$ cat src/rtl/iat_pkg.sv
// Shared types and constants for the in-flight ack tracker.
// Used by iat_flight_mem and inflight_ack_tracker; depends on nothing else.
`timescale 1ns / 1ps

package iat_pkg;

  localparam int FLIGHT_DEPTH = 32;
  localparam int SEQ_BITS     = 16;
  localparam int PTR_W        = $clog2(FLIGHT_DEPTH);
  localparam int OCC_W        = $clog2(FLIGHT_DEPTH + 1);
  localparam int TIME_W       = 32;
  localparam int CNT_W        = 32;
  localparam int PADDR_W      = 3;

  localparam logic [31:0] TIMEOUT_RESET = 32'd500;

  typedef logic [SEQ_BITS-1:0] seq_t;
  typedef logic [PTR_W-1:0]    ptr_t;
  typedef logic [OCC_W-1:0]    occ_t;
  typedef logic [CNT_W-1:0]    cnt_t;

  typedef enum logic [1:0] {
    CMD_SEND    = 2'd0,
    CMD_ACK     = 2'd1,
    CMD_TIMEOUT = 2'd2,
    CMD_NONE    = 2'd3
  } cmd_t;

  typedef enum logic [2:0] {
    KIND_ASSIGNED  = 3'd0,
    KIND_DELIVERED = 3'd1,
    KIND_FAILED    = 3'd2,
    KIND_NOTHING   = 3'd3,
    KIND_FULL      = 3'd4
  } kind_t;

  typedef enum logic [1:0] {
    ST_IDLE,
    ST_ACK,
    ST_TMO
  } st_t;

  typedef enum logic {
    REG_PROCESS_ACKS  = 1'b0,
    REG_TIMEOUT_TICKS = 1'b1
  } reg_idx_t;

  typedef struct packed {
    logic [TIME_W-1:0] dispatch;
    seq_t              seq;
  } flight_entry_t;

  function automatic ptr_t ptr_next(input ptr_t p);
    ptr_t r;
    if (p == ptr_t'(FLIGHT_DEPTH - 1)) begin
      r = '0;
    end else begin
      r = p + ptr_t'(1);
    end
    return r;
  endfunction

  function automatic cnt_t sat_inc(input cnt_t v);
    cnt_t r;
    if (v == '1) begin
      r = v;
    end else begin
      r = v + cnt_t'(1);
    end
    return r;
  endfunction

endpackage

$ cat src/rtl/iat_flight_mem.sv
// In-flight FIFO storage: sequence number and dispatch tick per entry.
// One write port, one read port with registered read data. Uses iat_pkg.
`timescale 1ns / 1ps

module iat_flight_mem
  import iat_pkg::*;
(
  input  logic          clk,
  input  logic          wr_en,
  input  ptr_t          wr_addr,
  input  flight_entry_t wr_data,
  input  ptr_t          rd_addr,
  output flight_entry_t rd_data
);

  flight_entry_t mem [FLIGHT_DEPTH];
  flight_entry_t rd_data_r;

  always_ff @(posedge clk) begin
    if (wr_en) begin
      mem[wr_addr] <= wr_data;
    end
  end

  always_ff @(posedge clk) begin
    rd_data_r <= mem[rd_addr];
  end

  assign rd_data = rd_data_r;

endmodule

$ cat src/rtl/inflight_ack_tracker.sv
// Top level of the sender-side delivery tracker: sequence numbering, the
// in-flight FIFO walk for ack ranges and timeouts, and the APB registers.
// Depends on iat_pkg and iat_flight_mem.
//
// Usage. A request is taken when start is high and busy is low; its fields
// are in_command, in_now, in_ack_start and in_ack_count. Results come out on
// the out_ ports, each for one cycle under out_valid, with out_last on the
// final one of a request. The receiver cannot stall the block.
// A send, or an unused command, gives its single result in the cycle after
// it is taken, and busy stays low, so a request may be taken every cycle.
// An ack-range or timeout request holds busy high while it walks the FIFO
// head step by step, where a step pops the head entry or advances the ack
// cursor, and then closes the walk. A popped entry is held until the next
// pop or the close of the walk shows whether it is the last, and leaves in
// the cycle after that, so the last result leaves in the same cycle that
// busy falls. The head entry is read from the FIFO memory every cycle at
// the next head pointer, so each step sees the entry it needs.
// Reset (rst_n low, synchronous) empties the FIFO, clears the counters and
// the sequence number, and sets process_acks to 1 and timeout_ticks to 500.
// Configuration is written through the APB port; the user must write it
// only while the block is idle, as the block itself does not enforce this.
`timescale 1ns / 1ps

module inflight_ack_tracker
  import iat_pkg::*;
(
  input  logic               clk,
  input  logic               rst_n,
  // request channel
  input  logic               start,
  output logic               busy,
  input  logic [1:0]         in_command,
  input  logic [TIME_W-1:0]  in_now,
  input  seq_t               in_ack_start,
  input  logic [7:0]         in_ack_count,
  // result channel
  output logic               out_valid,
  output logic [2:0]         out_kind,
  output seq_t               out_seq,
  output logic               out_last,
  output cnt_t               out_delivered_total,
  output cnt_t               out_dropped_total,
  output cnt_t               out_dispatched_total,
  // configuration port
  input  logic               psel,
  input  logic               penable,
  input  logic               pwrite,
  input  logic [PADDR_W-1:0] paddr,
  input  logic [31:0]        pwdata,
  output logic [31:0]        prdata,
  output logic               pready
);

  localparam int CUR_W = SEQ_BITS + 1;

  // Configuration registers.
  logic              process_acks_r;
  logic [TIME_W-1:0] timeout_ticks_r;

  // Control state.
  st_t               state_r, state_nxt;
  seq_t              next_out_r, next_out_nxt;
  ptr_t              head_r, head_nxt;
  ptr_t              tail_r, tail_nxt;
  occ_t              occ_r, occ_nxt;
  cnt_t              dlv_r, dlv_nxt;
  cnt_t              drp_r, drp_nxt;
  cnt_t              dsp_r, dsp_nxt;
  logic              pend_valid_r, pend_valid_nxt;
  logic              out_valid_r, out_valid_nxt;

  // Payload registers.
  logic [CUR_W-1:0]  cursor_r, cursor_nxt;
  logic [CUR_W-1:0]  end_r, end_nxt;
  logic [TIME_W-1:0] now_r, now_nxt;
  kind_t             pend_kind_r, pend_kind_nxt;
  seq_t              pend_seq_r, pend_seq_nxt;
  cnt_t              pend_dlv_r, pend_dlv_nxt;
  cnt_t              pend_drp_r, pend_drp_nxt;
  kind_t             out_kind_r, out_kind_nxt;
  seq_t              out_seq_r, out_seq_nxt;
  logic              out_last_r, out_last_nxt;
  cnt_t              out_dlv_r, out_dlv_nxt;
  cnt_t              out_drp_r, out_drp_nxt;
  cnt_t              out_dsp_r, out_dsp_nxt;

  // Memory interface.
  logic              mem_wr_en;
  flight_entry_t     mem_wr_data;
  flight_entry_t     head_entry;

  logic              accept;
  logic              cfg_wr;
  logic [TIME_W:0]   due;
  logic              pop;
  kind_t             pop_kind;

  assign accept = start && !busy;
  assign busy   = (state_r != ST_IDLE);
  assign pready = 1'b1;
  assign cfg_wr = psel && penable && pwrite && pready;

  always_comb begin
    case (reg_idx_t'(paddr[2]))
      REG_PROCESS_ACKS:  prdata = {31'd0, process_acks_r};
      REG_TIMEOUT_TICKS: prdata = timeout_ticks_r;
      default:           prdata = '0;
    endcase
  end

  always_ff @(posedge clk) begin
    if (!rst_n) begin
      process_acks_r  <= 1'b1;
      timeout_ticks_r <= TIMEOUT_RESET;
    end else if (cfg_wr) begin
      case (reg_idx_t'(paddr[2]))
        REG_PROCESS_ACKS:  process_acks_r  <= pwdata[0];
        REG_TIMEOUT_TICKS: timeout_ticks_r <= pwdata;
        default: ;
      endcase
    end
  end

  // The read address is the head pointer as it will stand after this edge,
  // so the registered read data always holds the current head entry. A send
  // writes at the edge it is taken, and no walk can start on that same edge,
  // so the read that follows already sees the new entry.
  iat_flight_mem u_mem (
    .clk     (clk),
    .wr_en   (mem_wr_en),
    .wr_addr (tail_r),
    .wr_data (mem_wr_data),
    .rd_addr (head_nxt),
    .rd_data (head_entry)
  );

  assign due = {1'b0, head_entry.dispatch} + {1'b0, timeout_ticks_r};

  always_comb begin
    state_nxt      = state_r;
    next_out_nxt   = next_out_r;
    head_nxt       = head_r;
    tail_nxt       = tail_r;
    occ_nxt        = occ_r;
    dlv_nxt        = dlv_r;
    drp_nxt        = drp_r;
    dsp_nxt        = dsp_r;
    pend_valid_nxt = pend_valid_r;
    out_valid_nxt  = 1'b0;
    cursor_nxt     = cursor_r;
    end_nxt        = end_r;
    now_nxt        = now_r;
    pend_kind_nxt  = pend_kind_r;
    pend_seq_nxt   = pend_seq_r;
    pend_dlv_nxt   = pend_dlv_r;
    pend_drp_nxt   = pend_drp_r;
    out_kind_nxt   = out_kind_r;
    out_seq_nxt    = out_seq_r;
    out_last_nxt   = out_last_r;
    out_dlv_nxt    = out_dlv_r;
    out_drp_nxt    = out_drp_r;
    out_dsp_nxt    = out_dsp_r;
    mem_wr_en      = 1'b0;
    mem_wr_data    = '{dispatch: in_now, seq: next_out_r};
    pop            = 1'b0;
    pop_kind       = KIND_FAILED;

    case (state_r)
      ST_IDLE: begin
        if (accept) begin
          case (cmd_t'(in_command))
            CMD_SEND: begin
              next_out_nxt  = next_out_r + seq_t'(1);
              dsp_nxt       = sat_inc(dsp_r);
              out_valid_nxt = 1'b1;
              out_kind_nxt  = KIND_ASSIGNED;
              out_seq_nxt   = next_out_r;
              out_last_nxt  = 1'b1;
              out_dlv_nxt   = dlv_r;
              out_drp_nxt   = drp_r;
              out_dsp_nxt   = sat_inc(dsp_r);
              if (process_acks_r) begin
                if (occ_r < occ_t'(FLIGHT_DEPTH)) begin
                  mem_wr_en = 1'b1;
                  tail_nxt  = ptr_next(tail_r);
                  occ_nxt   = occ_r + occ_t'(1);
                end else begin
                  out_kind_nxt = KIND_FULL;
                end
              end
            end
            CMD_ACK: begin
              state_nxt      = ST_ACK;
              cursor_nxt     = {1'b0, in_ack_start};
              end_nxt        = {1'b0, in_ack_start} + CUR_W'(in_ack_count);
              pend_valid_nxt = 1'b0;
            end
            CMD_TIMEOUT: begin
              state_nxt      = ST_TMO;
              now_nxt        = in_now;
              pend_valid_nxt = 1'b0;
            end
            default: begin
              out_valid_nxt = 1'b1;
              out_kind_nxt  = KIND_NOTHING;
              out_seq_nxt   = '0;
              out_last_nxt  = 1'b1;
              out_dlv_nxt   = dlv_r;
              out_drp_nxt   = drp_r;
              out_dsp_nxt   = dsp_r;
            end
          endcase
        end
      end
      ST_ACK: begin
        if (cursor_r < end_r && occ_r != '0) begin
          if ({1'b0, head_entry.seq} < cursor_r) begin
            pop      = 1'b1;
            pop_kind = KIND_FAILED;
          end else if ({1'b0, head_entry.seq} == cursor_r) begin
            pop        = 1'b1;
            pop_kind   = KIND_DELIVERED;
            cursor_nxt = cursor_r + CUR_W'(1);
          end else begin
            cursor_nxt = cursor_r + CUR_W'(1);
          end
        end else begin
          state_nxt = ST_IDLE;
        end
      end
      ST_TMO: begin
        if (occ_r != '0 && due < {1'b0, now_r}) begin
          pop      = 1'b1;
          pop_kind = KIND_FAILED;
        end else begin
          state_nxt = ST_IDLE;
        end
      end
      default: begin
        state_nxt = ST_IDLE;
      end
    endcase

    // A popped entry waits in the pending stage until the next pop or the
    // end of the walk shows whether it is the last result of the request.
    if (pop) begin
      head_nxt = ptr_next(head_r);
      occ_nxt  = occ_r - occ_t'(1);
      if (pop_kind == KIND_DELIVERED) begin
        dlv_nxt = sat_inc(dlv_r);
      end else begin
        drp_nxt = sat_inc(drp_r);
      end
      if (pend_valid_r) begin
        out_valid_nxt = 1'b1;
        out_kind_nxt  = pend_kind_r;
        out_seq_nxt   = pend_seq_r;
        out_last_nxt  = 1'b0;
        out_dlv_nxt   = pend_dlv_r;
        out_drp_nxt   = pend_drp_r;
        out_dsp_nxt   = dsp_r;
      end
      pend_valid_nxt = 1'b1;
      pend_kind_nxt  = pop_kind;
      pend_seq_nxt   = head_entry.seq;
      pend_dlv_nxt   = dlv_nxt;
      pend_drp_nxt   = drp_nxt;
    end else if (state_r != ST_IDLE && state_nxt == ST_IDLE) begin
      out_valid_nxt  = 1'b1;
      out_last_nxt   = 1'b1;
      out_dsp_nxt    = dsp_r;
      pend_valid_nxt = 1'b0;
      if (pend_valid_r) begin
        out_kind_nxt = pend_kind_r;
        out_seq_nxt  = pend_seq_r;
        out_dlv_nxt  = pend_dlv_r;
        out_drp_nxt  = pend_drp_r;
      end else begin
        out_kind_nxt = KIND_NOTHING;
        out_seq_nxt  = '0;
        out_dlv_nxt  = dlv_r;
        out_drp_nxt  = drp_r;
      end
    end
  end

  always_ff @(posedge clk) begin
    if (!rst_n) begin
      state_r      <= ST_IDLE;
      next_out_r   <= '0;
      head_r       <= '0;
      tail_r       <= '0;
      occ_r        <= '0;
      dlv_r        <= '0;
      drp_r        <= '0;
      dsp_r        <= '0;
      pend_valid_r <= 1'b0;
      out_valid_r  <= 1'b0;
    end else begin
      state_r      <= state_nxt;
      next_out_r   <= next_out_nxt;
      head_r       <= head_nxt;
      tail_r       <= tail_nxt;
      occ_r        <= occ_nxt;
      dlv_r        <= dlv_nxt;
      drp_r        <= drp_nxt;
      dsp_r        <= dsp_nxt;
      pend_valid_r <= pend_valid_nxt;
      out_valid_r  <= out_valid_nxt;
    end
  end

  always_ff @(posedge clk) begin
    cursor_r    <= cursor_nxt;
    end_r       <= end_nxt;
    now_r       <= now_nxt;
    pend_kind_r <= pend_kind_nxt;
    pend_seq_r  <= pend_seq_nxt;
    pend_dlv_r  <= pend_dlv_nxt;
    pend_drp_r  <= pend_drp_nxt;
    out_kind_r  <= out_kind_nxt;
    out_seq_r   <= out_seq_nxt;
    out_last_r  <= out_last_nxt;
    out_dlv_r   <= out_dlv_nxt;
    out_drp_r   <= out_drp_nxt;
    out_dsp_r   <= out_dsp_nxt;
  end

  assign out_valid            = out_valid_r;
  assign out_kind             = out_kind_r;
  assign out_seq              = out_seq_r;
  assign out_last             = out_last_r;
  assign out_delivered_total  = out_dlv_r;
  assign out_dropped_total    = out_drp_r;
  assign out_dispatched_total = out_dsp_r;

endmodule
$ cat config.mk
export PLATFORM = sky130hd
export DESIGN_NAME = inflight_ack_tracker
export DESIGN_NICKNAME = d
export VERILOG_FILES = /design/src/rtl/iat_pkg.sv /design/src/rtl/iat_flight_mem.sv /design/src/rtl/inflight_ack_tracker.sv
export SDC_FILE = /design/constraint.sdc
export NUM_CORES = 2
export LEC_CHECK = 0
export BUFFER_PORTS_ARGS = -buffer_cell sky130_fd_sc_hd__clkbuf_2
export CAP_MARGIN = 5
export CORE_MARGIN = 2
export CORE_UTILIZATION = 44
export CTS_CLUSTER_DIAMETER = 120
export CTS_CLUSTER_SIZE = 10
export DETAILED_ROUTE_END_ITERATION = 16
export HOLD_SLACK_MARGIN = 0.06
export PLACE_DENSITY = 0.68
export SYNTH_ARGS = -nofsm -noshare
export SYNTH_HDL_FRONTEND = slang
export SYNTH_HIERARCHICAL = 1
export SYNTH_SLANG_ARGS = --single-unit
$ cat constraint.sdc
create_clock -name clk -period 12.2 [get_ports clk]
set_input_delay 1.83 -clock clk [delete_from_list [all_inputs] [get_ports clk]]
set_output_delay 1.83 -clock clk [all_outputs]
set_load 0.01 [all_outputs]
==> results.md <==
- Outcome: completed
- Area leader, netlist: edfxtp_1
- Row cnt: 161
- Clock latency on the worst-skew pair: 870 ps
- PD cells: 148.4 mW/mm^2
- CP top delay family: compound AO/OA/AOI/OAI gates
- Clk root buf: clkbuf_16
- Pins Over Slew Limit: 0
- Crit Reg-Reg Startpoint: timeout_ticks_r[5]
- Count leader, synth: edfxtp_1
- Number of global-route vias before repair: 50150
- Netlist cell types: 86
- Die Width: 442.8 um
- P_int: 11.07 mW
- Core area: 0.1920 sq mm
- CTS-repair resized insts: 0
- All-Layer GR Usage: 0.2172
- Hold WS: 437.2 ps
- FF/Latch Area: 0.05715 sq mm
- Main synth FF type: edfxtp_1
- Buffer and inverter count on the worst path: 3
- Final setup viols: 0
- Post-DP HPWL: 119700 um
- Vias: 51460
- RSZ-0062 raised after global routing: false
- IO Count: 250
- Final WL: 218400 um
- Met3 usage: 0.03312
- Sw frac: 0.2130
- DIE AREA: 0.1961 sq mm
- Clock H-tree levels: 4
- DR DRC count: 0
- Port Buffers: 246
- Die height: 442.8 um
- Net Switching: 2.996 mW
- Reg-to-Reg End: u_mem/rd_data[40]
- Synth Warn #: 6
- Pin count of the biggest net entering global routing: 142
- CTS tree: built
- Max_slew headroom: 0.1339
- Worst Slack Setup Final: 3198 ps
- Clock transition at path regs: 60 ps
- Post-Syn Area: 0.08473 sq mm
- Layer carrying the most global-route usage: met2
- DR vias/cell: 5.806
- WS Path Type: reg -> reg
- Initial Util: 0.4413
- Post-synth EDFFs: 1684
- Antenna violations before repair: 7
- Sequential fraction of the synthesis area: 0.6746
- Min-Delay Path Class: reg -> reg
- Synth Net Count: 6191
- Layout cell share with drive strength beyond 1: 0.1031
- Critical path data arrival time: 9730 ps
- Minimum clock period: 9002 ps
- Post-synth top cells: 1684 x edfxtp_1, 869 x mux2i_1, 416 x nand2_1, 329 x dfxtp_1, 279 x a21oi_1
- Slew @ Worst Pin: 1297 ps
- Fmax: 111.1 MHz
- Reg2Reg Depth: 26
- Antenna-violating nets left: 0
- Final period utilization: 0.7379
- Number of flip-flops in the largest register: 1536
- Peak supply drop: 154.6 uV
- Multi-input gate area: 0.02550 sq mm
- Fraction of registers with async set/reset: 0
- GR Overflow Total: 0
- Syn Area/Cell: 14.21 sq um
- Fillers: 16030
- DRT iter0 DRCs: 5004
- Setup TNS: 0 ps
- Synthesized flop and latch total: 2013
- Synthesis-to-layout area growth: 11.87%
- Clock Power Share: 0.430
- Met1 Resource Use GR: 0.2899
- WL/cell: 24.64 um
- Area contributors post-synth: edfxtp_1 60%, mux2i_1 10%, dfxtp_1 7.8%
- CP max-delay cell: nor2_4
- Routability-driven placement congestion ratio: 0.8460
- NumNets Final: 6392
- Final Hold Fails: 0
- Number of setup buffers added after CTS: 0
- Worst EP required: 12930 ps
- Static leakage: 31.63 nW
- Syn Inst Count: 5964
- Crit path depth: 26
- Cts hold-fix bufs: 0
- Crit. Startpoint: timeout_ticks_r[5]
- Pre-CTS setup slack: 3301 ps
- DRT Pass-1 Iters: 6
- Setup crit start kind: flip-flop
- Comb pwr share: 0.034
- R2r setup slk: 3200 ps
- Max Clock Skew: 75.52 ps
- Max Cap Viol: 0
- Largest Register: u_mem/mem
- CP max stage delay: 960 ps
- Total CTS buffers: 220
- CP Capture Type: flip-flop
- Setup crit end: u_mem/rd_data[40]
- First-pass GRT wire length: 322200 um
- GR Util met2: 0.3610
- Longest Clk Path Bufs: 3
- Crit-path max FO: 57
- Area share of the largest cell type after synthesis: 0.5969
- # clock sinks: 2013
- Sequential Power Share: 0.536
-- logic make-up after synthesis --
| family | Yosys count | synth area share |
|---|---|---|
| flip-flops | 2013 | 0.6746 |
| AO/OA/AOI/OAI | 973 | 0.07867 |
| AND/OR/NAND/NOR | 1288 | 0.07396 |
| multiplexers | 873 | 0.1032 |
| buffers and inverters | 474 | 0.02825 |
| other | 1 | 0.00004426 |
| XOR/XNOR | 214 | 0.02212 |
| adder cells (fa/ha/maj) | 128 | 0.01917 |
-- power by group through the flow --
stage,clock network (mW),logic [mW],registers [mW]
finish,6.06,0.473,7.54
global route,6.41,0.516,7.54
CTS,6.15,0.473,7.54
detailed placement,0,0.471,7.68
global placement,0,0.458,7.68
floorplan,0,0.249,7.68
-- through the flow --
| step | std cells | utilization | total power, mW | area (sq um) |
|---|---|---|---|---|
| floorplan | 5964 | - | 7.931 | 84730 |
| global placement | 8469 | 0.4599 | 8.135 | 88300 |
| detailed placement | 8469 | 0.4599 | 8.152 | 88300 |
| CTS | 8858 | 0.4936 | 14.16 | 94770 |
| global route | 8858 | 0.4936 | 14.47 | 94770 |
| finish | 8863 | 0.4937 | 14.07 | 94780 |
-- layout make-up --
type	instances	share of cell area
clock inverter	16	0.003657
tap	2526	0.03335
sequential	2013	0.6030
multi-input combinational	3477	0.2690
inverter	114	0.004515
antenna	5	0.0001320
timing repair buffer	339	0.02170
clock buffer	373	0.06459
-- routing by layer --
layer,vias to the layer above,routed length (um)
met1,26060,89650
met5,-,16
met3,374,16030
met2,1947,105400
met4,4,7295
li1,23070,-
-- layout by cell type, fill, tap and decap left out, types with 119 or more instances in the layout --
cell type | Yosys | final
clkbuf_2 | 0 | 245
mux2i_1 | 869 | 869
nor3_1 | 137 | 137
nand2_1 | 416 | 413
clkbuf_1 | 197 | 151
a22oi_1 | 163 | 163
edfxtp_1 | 1684 | 1684
xnor2_1 | 145 | 145
and2_1 | 131 | 129
nor2_1 | 155 | 119
a21oi_1 | 279 | 279
ha_1 | 125 | 124
clkbuf_16 | 0 | 222
nand3_1 | 235 | 235
dfxtp_1 | 329 | 329
-- how the worst min path moves through the flow --
| stage | start | to | slack [ps] | cells past startpoint |
|---|---|---|---|---|
| final | pend_seq_r[11] | out_seq[11] | 440 | 1 |
| after global routing | pend_seq_r[5] | out_seq[5] | 460 | 1 |
| after CTS | pend_seq_r[11] | out_seq[11] | 430 | 1 |
| after detailed placement | u_mem/rd_data[1] | pend_seq_r[1] | 430 | 0 |
| after global placement | pend_seq_r[10] | out_seq[10] | 430 | 1 |
| after floorplan | u_mem/rd_data[0] | pend_seq_r[0] | 410 | 0 |
(Power assumes the default switching activity.)
